[src/hw/rtl/fld_pkg.sv]
// ----------------------------------------------------------------------------
// fld_pkg
// Shared types and constants of the four-lane block digest: lane seeds, mixing
// constants, sequencer states and the request/response bundle of the
// shared 64-bit multiplier.
// ----------------------------------------------------------------------------
package fld_pkg;

  localparam int unsigned LANE_COUNT = 4;
  localparam int unsigned LANE_IDX_W = 2;
  localparam int unsigned WORD_W     = 64;
  localparam int unsigned HALF_W     = 32;
  localparam int unsigned BYTE_W     = 8;

  localparam logic [WORD_W-1:0] LANE_START [LANE_COUNT] = '{
    64'h243F6A8885A308D3, 64'h13198A2E03707344,
    64'hA4093822299F31D0, 64'h082EFA98EC4E6C89
  };

  localparam logic [WORD_W-1:0] LANE0_MULT = 64'h00000100000001B3;
  localparam logic [WORD_W-1:0] GOLDEN     = 64'h9E3779B97F4A7C15;
  localparam logic [WORD_W-1:0] IDX_MULT   = 64'h000000000000009D;
  localparam logic [WORD_W-1:0] LANE2_MULT = 64'hD6E8FEB86659FD93;
  localparam logic [WORD_W-1:0] LANE3_ADD  = 64'hC2B2AE3D27D4EB4F;
  localparam logic [WORD_W-1:0] MIX_MULT1  = 64'hBF58476D1CE4E5B9;
  localparam logic [WORD_W-1:0] MIX_MULT2  = 64'h94D049BB133111EB;

  // lane number times the golden constant, mod 2^64
  localparam logic [WORD_W-1:0] FIN_OFFSET [LANE_COUNT] = '{
    64'h0000000000000000, 64'h9E3779B97F4A7C15,
    64'h3C6EF372FE94F82A, 64'hDAA66D2C7DDF743F
  };

  localparam logic [1:0] MUL_LAST_STEP = 2'd2;

  typedef enum logic [7:0] {
    ST_IDLE    = 8'b0000_0001,
    ST_MUL_L0  = 8'b0000_0010,
    ST_MUL_IX  = 8'b0000_0100,
    ST_MUL_L2  = 8'b0000_1000,
    ST_FIN_MIX = 8'b0001_0000,
    ST_FIN_M1  = 8'b0010_0000,
    ST_FIN_M2  = 8'b0100_0000,
    ST_EMIT    = 8'b1000_0000
  } fld_state_e;

  typedef struct packed {
    logic              start;
    logic [WORD_W-1:0] a;
    logic [WORD_W-1:0] b;
  } mul_req_t;

  typedef struct packed {
    logic              busy;
    logic              done;
    logic [WORD_W-1:0] p;
  } mul_rsp_t;

endpackage

[src/hw/rtl/fld_mul.sv]
// ----------------------------------------------------------------------------
// fld_mul
// Shared 64x64 multiplier, low 64 bits of the product, built from one 32x32
// multiplier and an accumulator that sums three partial products.
// ----------------------------------------------------------------------------
module fld_mul (
  input  logic              clk_i,
  input  logic              rst_ni,
  input  fld_pkg::mul_req_t req_i,
  output fld_pkg::mul_rsp_t rsp_o
);
  import fld_pkg::*;

  logic              busy_q;
  logic              done_q;
  logic [1:0]        step_q;
  logic [WORD_W-1:0] a_q;
  logic [WORD_W-1:0] b_q;
  logic [WORD_W-1:0] acc_q;
  logic [WORD_W-1:0] acc_d;
  logic [HALF_W-1:0] mx;
  logic [HALF_W-1:0] my;
  logic [WORD_W-1:0] prod;
  logic              take;

  assign take = req_i.start && !busy_q;

  // partial products: lo*lo, then the two cross terms shifted up by 32
  always_comb begin
    case (step_q)
      2'd0: begin
        mx = a_q[HALF_W-1:0];
        my = b_q[HALF_W-1:0];
      end
      2'd1: begin
        mx = a_q[HALF_W-1:0];
        my = b_q[WORD_W-1:HALF_W];
      end
      default: begin
        mx = a_q[WORD_W-1:HALF_W];
        my = b_q[HALF_W-1:0];
      end
    endcase
    prod = WORD_W'(mx) * WORD_W'(my);
    if (step_q == 2'd0) begin
      acc_d = prod;
    end else begin
      acc_d = acc_q + {prod[HALF_W-1:0], {HALF_W{1'b0}}};
    end
  end

  always_ff @(posedge clk_i or negedge rst_ni) begin
    if (!rst_ni) begin
      busy_q <= 1'b0;
      done_q <= 1'b0;
      step_q <= 2'd0;
    end else begin
      done_q <= 1'b0;
      if (take) begin
        busy_q <= 1'b1;
        step_q <= 2'd0;
      end else if (busy_q) begin
        step_q <= step_q + 2'd1;
        if (step_q == MUL_LAST_STEP) begin
          busy_q <= 1'b0;
          done_q <= 1'b1;
        end
      end
    end
  end

  always_ff @(posedge clk_i) begin
    if (take) begin
      a_q <= req_i.a;
      b_q <= req_i.b;
    end else if (busy_q) begin
      acc_q <= acc_d;
    end
  end

  assign rsp_o.busy = busy_q;
  assign rsp_o.done = done_q;
  assign rsp_o.p    = acc_q;

endmodule

[config.mk]
export PLATFORM = sky130hd
export DESIGN_NAME = fld_mul
export DESIGN_NICKNAME = d
export VERILOG_FILES = /design/src/hw/rtl/fld_pkg.sv /design/src/hw/rtl/fld_mul.sv
export SDC_FILE = /design/constraint.sdc
export NUM_CORES = 2
export LEC_CHECK = 0
export ABC_CLOCK_PERIOD_IN_PS = 10200
export BUFFER_PORTS_ARGS = -buffer_cell sky130_fd_sc_hd__clkbuf_2
export CORE_ASPECT_RATIO = 2
export CORE_MARGIN = 2
export CORE_UTILIZATION = 35
export CTS_BUF_LIST = sky130_fd_sc_hd__clkbuf_8
export DETAILED_ROUTE_END_ITERATION = 8
export GPL_TIMING_DRIVEN = 0
export PLACE_DENSITY = 0.61
export SYNTH_ARGS = -nofsm -noshare
export SYNTH_HDL_FRONTEND = slang
export SYNTH_SLANG_ARGS = --single-unit
[constraint.sdc]
create_clock -name clk_i -period 10.2 [get_ports clk_i]
set_input_delay 0.51 -clock clk_i [delete_from_list [all_inputs] [get_ports clk_i]]
set_output_delay 0.51 -clock clk_i [all_outputs]
set_load 0.005 [all_outputs]
==> flow_summary.html <==
<table>
<tr><th>Metric</th><th>Value</th></tr>
<tr><th colspan="2">Status</th></tr>
<tr><td>Result of the run</td><td>complete, no violations</td></tr>
<tr><th colspan="2">Placement</th></tr>
<tr><td>Routability congestion estimate from global placement</td><td>1.11</td></tr>
<tr><td>Final HPWL from detailed placement</td><td>143000 um</td></tr>
<tr><td>Cell Area, Placed</td><td>44500 sq um</td></tr>
<tr><td>Count of input and output buffers</td><td>196</td></tr>
<tr><th colspan="2">Floorplan</th></tr>
<tr><td>Count of boundary I/O pins</td><td>197</td></tr>
<tr><td>Die ar.</td><td>121000 sq um</td></tr>
<tr><td>Placement row count</td><td>178</td></tr>
<tr><td>Effective utilization at floorplan</td><td>35.2%</td></tr>
<tr><td>Area of the placeable core</td><td>117000 sq um</td></tr>
<tr><td>Height of the chip</td><td>490 um</td></tr>
<tr><td>Die W</td><td>247 um</td></tr>
<tr><th colspan="2">Clock network</th></tr>
<tr><td>Clock buffers created by TritonCTS</td><td>17</td></tr>
<tr><td>Buffer levels on the longest clock path</td><td>2</td></tr>
<tr><td>Clock Tree Root</td><td>sky130_fd_sc_hd__clkbuf_8</td></tr>
<tr><td>Clock tree from TritonCTS</td><td>built</td></tr>
<tr><td>Total clock sinks</td><td>196</td></tr>
<tr><td>Clock slew at reported path FFs</td><td>0.15 ns</td></tr>
<tr><td>H-Tree Depth</td><td>4</td></tr>
<tr><td>Clock latency reported for the late side of the worst-skew pair</td><td>0.62 ns</td></tr>
<tr><th colspan="2">STA</th></tr>
<tr><td>Final setup viols</td><td>0</td></tr>
<tr><td>Pins over their slew limit</td><td>0</td></tr>
<tr><td>Final period demand of the worst path</td><td>10.04 ns</td></tr>
<tr><td>Final critical-path share of the clock period</td><td>98.4%</td></tr>
<tr><td>Worst slew slack as a fraction of its limit</td><td>15.2%</td></tr>
<tr><td>Worst-margin pin slew</td><td>1.27 ns</td></tr>
<tr><td>Worst setup skew after layout</td><td>0.0308 ns</td></tr>
<tr><td>Count of final hold-check violations</td><td>0</td></tr>
<tr><td>Max Clock Freq</td><td>99.6 MHz</td></tr>
<tr><th colspan="2">Setup path</th></tr>
<tr><td>Cell occurring most often along the worst timing path</td><td>sky130_fd_sc_hd__fa_1</td></tr>
<tr><td>WP buf/inv</td><td>8</td></tr>
<tr><td>Setup Crit Path Kind</td><td>flip-flop to flip-flop</td></tr>
<tr><td>Crit path launch</td><td>step_q[1]</td></tr>
<tr><td>CP arrival</td><td>10.45 ns</td></tr>
<tr><td>Slowest stage cell, crit path</td><td>sky130_fd_sc_hd__clkbuf_1</td></tr>
<tr><td>Kind of start point of the critical path</td><td>flip-flop</td></tr>
<tr><td>Worst path max stage delay</td><td>0.98 ns</td></tr>
<tr><td>Peak fanout along the critical path</td><td>10</td></tr>
<tr><td>Category of the worst setup path capture point</td><td>flip-flop</td></tr>
<tr><td>WP data required</td><td>10.62 ns</td></tr>
<tr><td>Family with the most delay on the worst path</td><td>adder cells</td></tr>
<tr><td>Startpoint of the worst register-to-register path</td><td>step_q[1]</td></tr>
<tr><th colspan="2">Logic synthesis</th></tr>
<tr><td>Cells after synthesis</td><td>4345</td></tr>
<tr><td>Fraction of post-synthesis cell area in the top cell type by area</td><td>43.5%</td></tr>
<tr><td>Cell type with the largest total area after synthesis</td><td>sky130_fd_sc_hd__fa_1</td></tr>
<tr><td>Fraction of the yosys area taken by sequential cells</td><td>14.2%</td></tr>
<tr><td>Most used standard cells in the synthesized netlist</td><td>sky130_fd_sc_hd__fa_1 (897), sky130_fd_sc_hd__inv_1 (888), sky130_fd_sc_hd__nand2_1 (728)</td></tr>
<tr><td>Most used DFF post-synth</td><td>sky130_fd_sc_hd__edfxtp_1</td></tr>
<tr><td>Synthesis Warnings</td><td>0</td></tr>
<tr><td>Asr flop ratio synth</td><td>2.04%</td></tr>
<tr><td>Synth Area per Inst</td><td>9.50 sq um</td></tr>
<tr><td>Number of enable flip-flop cells after synthesis</td><td>192</td></tr>
<tr><td>Nets in the synthesized netlist</td><td>5672</td></tr>
<tr><td>Flip-flop and latch count after synthesis</td><td>196</td></tr>
<tr><td>Ranking of synthesized cells by area</td><td>sky130_fd_sc_hd__fa_1 (44%), sky130_fd_sc_hd__edfxtp_1 (14%), sky130_fd_sc_hd__ha_1 (9.1%)</td></tr>
<tr><td>Syn Std Cell Area</td><td>41300 sq um</td></tr>
<tr><td>Post-synthesis cell type count</td><td>73</td></tr>
<tr><td>Most used standard cell by instance count after synthesis</td><td>sky130_fd_sc_hd__fa_1</td></tr>
<tr><th colspan="2">Min path</th></tr>
<tr><td>Min-Delay Startpoint</td><td>req_i[15]</td></tr>
<tr><td>Class of the tightest hold or removal check</td><td>primary input to flip-flop</td></tr>
<tr><th colspan="2">GRT</th></tr>
<tr><td>Global Route Usage Sum</td><td>29.0%</td></tr>
<tr><td>Antenna violations before repair</td><td>6</td></tr>
<tr><td>Maximum number of pins on one net before global-route repair</td><td>34</td></tr>
<tr><td>Gr ovfl total</td><td>0</td></tr>
<tr><td>Vias in the first global route</td><td>35946</td></tr>
<tr><td>Global-route wire length before repair</td><td>243000 um</td></tr>
<tr><th colspan="2">Finish</th></tr>
<tr><td>Net count, final</td><td>5947</td></tr>
<tr><td>Number of filler instances in the final layout</td><td>11644</td></tr>
<tr><td>Area of the multi-input gates</td><td>32100 sq um</td></tr>
<tr><td>Footprint of the flip-flops and latches</td><td>5870 sq um</td></tr>
<tr><td>Final design area excluding fillers</td><td>46700 sq um</td></tr>
<tr><td>Area growth from synthesis to layout</td><td>13.2%</td></tr>
<tr><td>Proportion of layout cells with a drive suffix above 1</td><td>13.4%</td></tr>
<tr><th colspan="2">Route</th></tr>
<tr><td>Remaining number of nets flagged by the antenna check after routing</td><td>0</td></tr>
<tr><td>Pre-Repair DR Iteration Count</td><td>6</td></tr>
<tr><td>DRC violations left</td><td>0</td></tr>
<tr><td>Drt via density</td><td>5.37</td></tr>
<tr><td>Number of DRC violations after detailed-routing iteration 0</td><td>2525</td></tr>
<tr><td>DRT Wirelength</td><td>171000 um</td></tr>
<tr><td>DR WL/cell</td><td>27.7 um</td></tr>
<tr><td>Via count of the routed design</td><td>33116</td></tr>
<tr><th colspan="2">Job</th></tr>
<tr><td>Max Cap Viol</td><td>0</td></tr>
</table>
metal layers:
metal	GRT usage, %	vias up	routed length [um]
li1	-	13735	-
met1	28.8	16800	51600
met2	50.5	1818	84200
met3	5.52	759	13000
met4	27.2	4	22000
met5	0	-	30
cell families after synthesis:
logic type,Yosys count,share of synthesized area (%)
muxes,124,3.21
AOI/OAI and AO/OA,340,5.22
buffers and inverters,1101,10.1
adders and majority gates,1196,52.6
xor gates and xnor gates,85,1.84
and+or+nand+nor,1303,12.8
DFF,196,14.2
sequential cells by signal (all words and copies together), names as in the netlist:
| signal | flops |
|---|---|
| a_q | 64 |
| acc_q | 64 |
| b_q | 64 |
| step_q | 2 |
| busy_q | 1 |
| done_q | 1 |
stage by stage:
step,worst slack (ns),hold slack [ns],util (%),instances,TNS [ns]
finish,0.161,0.0544,39.8,6167,0
global route,-0.0259,0.0506,39.8,6164,-0.0438
CTS,0.00592,0.0237,39.1,6141,0
detailed placement,-2.54,0.322,37.9,6090,-55.56
global placement,-3.48,0.318,37.6,6071,-107.94
floorplan,0.506,0.214,-,4345,0
worst paths after layout:
| kind | to | slack [ns] | depth (start not counted) |
|---|---|---|---|
| min reg2reg | step_q[1] | 0.65 | 2 |
| max reg2reg | acc_q[51] | 0.16 | 27 |
| min in group asynchronous | busy_q | 0.24 | 2 |
| min | b_q[15] | 0.05 | 1 |
| max | acc_q[51] | 0.16 | 27 |
| max in group asynchronous | done_q | 9.84 | 2 |
cells in the final DEF, fill, tap and decap left out, types with 45 or more instances in the layout:
cell type,Yosys,final
sky130_fd_sc_hd__nand2_1,728,727
sky130_fd_sc_hd__edfxtp_1,192,192
sky130_fd_sc_hd__clkbuf_2,1,260
sky130_fd_sc_hd__mux2_2,66,45
sky130_fd_sc_hd__ha_1,299,284
sky130_fd_sc_hd__xnor2_1,52,45
sky130_fd_sc_hd__a21oi_1,126,118
sky130_fd_sc_hd__a21o_1,45,45
sky130_fd_sc_hd__inv_1,888,886
sky130_fd_sc_hd__clkbuf_1,189,61
sky130_fd_sc_hd__o21ai_0,62,58
sky130_fd_sc_hd__buf_4,2,58
sky130_fd_sc_hd__fa_1,897,893
sky130_fd_sc_hd__nor2_1,412,411
final cells by class:
type                    count  area share [%]
multi-input cells        3048            68.7
flip-flops and latches    196            12.6
inverters                 889            7.14
well taps                1530            4.10
repair buffers            272            3.85
plain buffers             196            2.67
clock buffers              17           0.501
clock inverters            15           0.445
diodes                      4          0.0214
worst register-to-register path: stages (launching register included):
cell	delay, ns
sky130_fd_sc_hd__dfrtp_1	0.41
sky130_fd_sc_hd__inv_2	0.12
sky130_fd_sc_hd__ha_4	0.18
sky130_fd_sc_hd__buf_12	0.15
sky130_fd_sc_hd__mux2i_1	0.65
sky130_fd_sc_hd__clkbuf_1	0.99
sky130_fd_sc_hd__nor2_1	0.17
sky130_fd_sc_hd__fa_1	0.53
sky130_fd_sc_hd__inv_1	0.06
sky130_fd_sc_hd__fa_1	0.55
sky130_fd_sc_hd__fa_1	0.43
sky130_fd_sc_hd__fa_1	0.55
sky130_fd_sc_hd__fa_1	0.48
sky130_fd_sc_hd__fa_1	0.51
sky130_fd_sc_hd__inv_1	0.05
sky130_fd_sc_hd__fa_1	0.50
sky130_fd_sc_hd__inv_1	0.06
sky130_fd_sc_hd__fa_1	0.58
sky130_fd_sc_hd__inv_1	0.07
sky130_fd_sc_hd__ha_1	0.27
sky130_fd_sc_hd__clkbuf_1	0.28
sky130_fd_sc_hd__nand4_1	0.21
sky130_fd_sc_hd__or4_1	0.53
sky130_fd_sc_hd__a21o_1	0.19
sky130_fd_sc_hd__a31oi_1	0.50
sky130_fd_sc_hd__nor2_1	0.20
sky130_fd_sc_hd__o311a_1	0.39
sky130_fd_sc_hd__nor3_1	0.24
what timing repair did:
action / CTS / global route
endpoints found under the hold margin: 4 / 0
resized for setup: 241 / 194
hold buffers: 1 / 0
buffers inserted: 27 / 27
cloned: 0 / 2
pin swaps: 2 / 17
endpoints found under the setup margin: 45 / 22
Power is not shown: default switching activity piles up to over one toggle a cycle in this logic, so the estimate is an artifact.
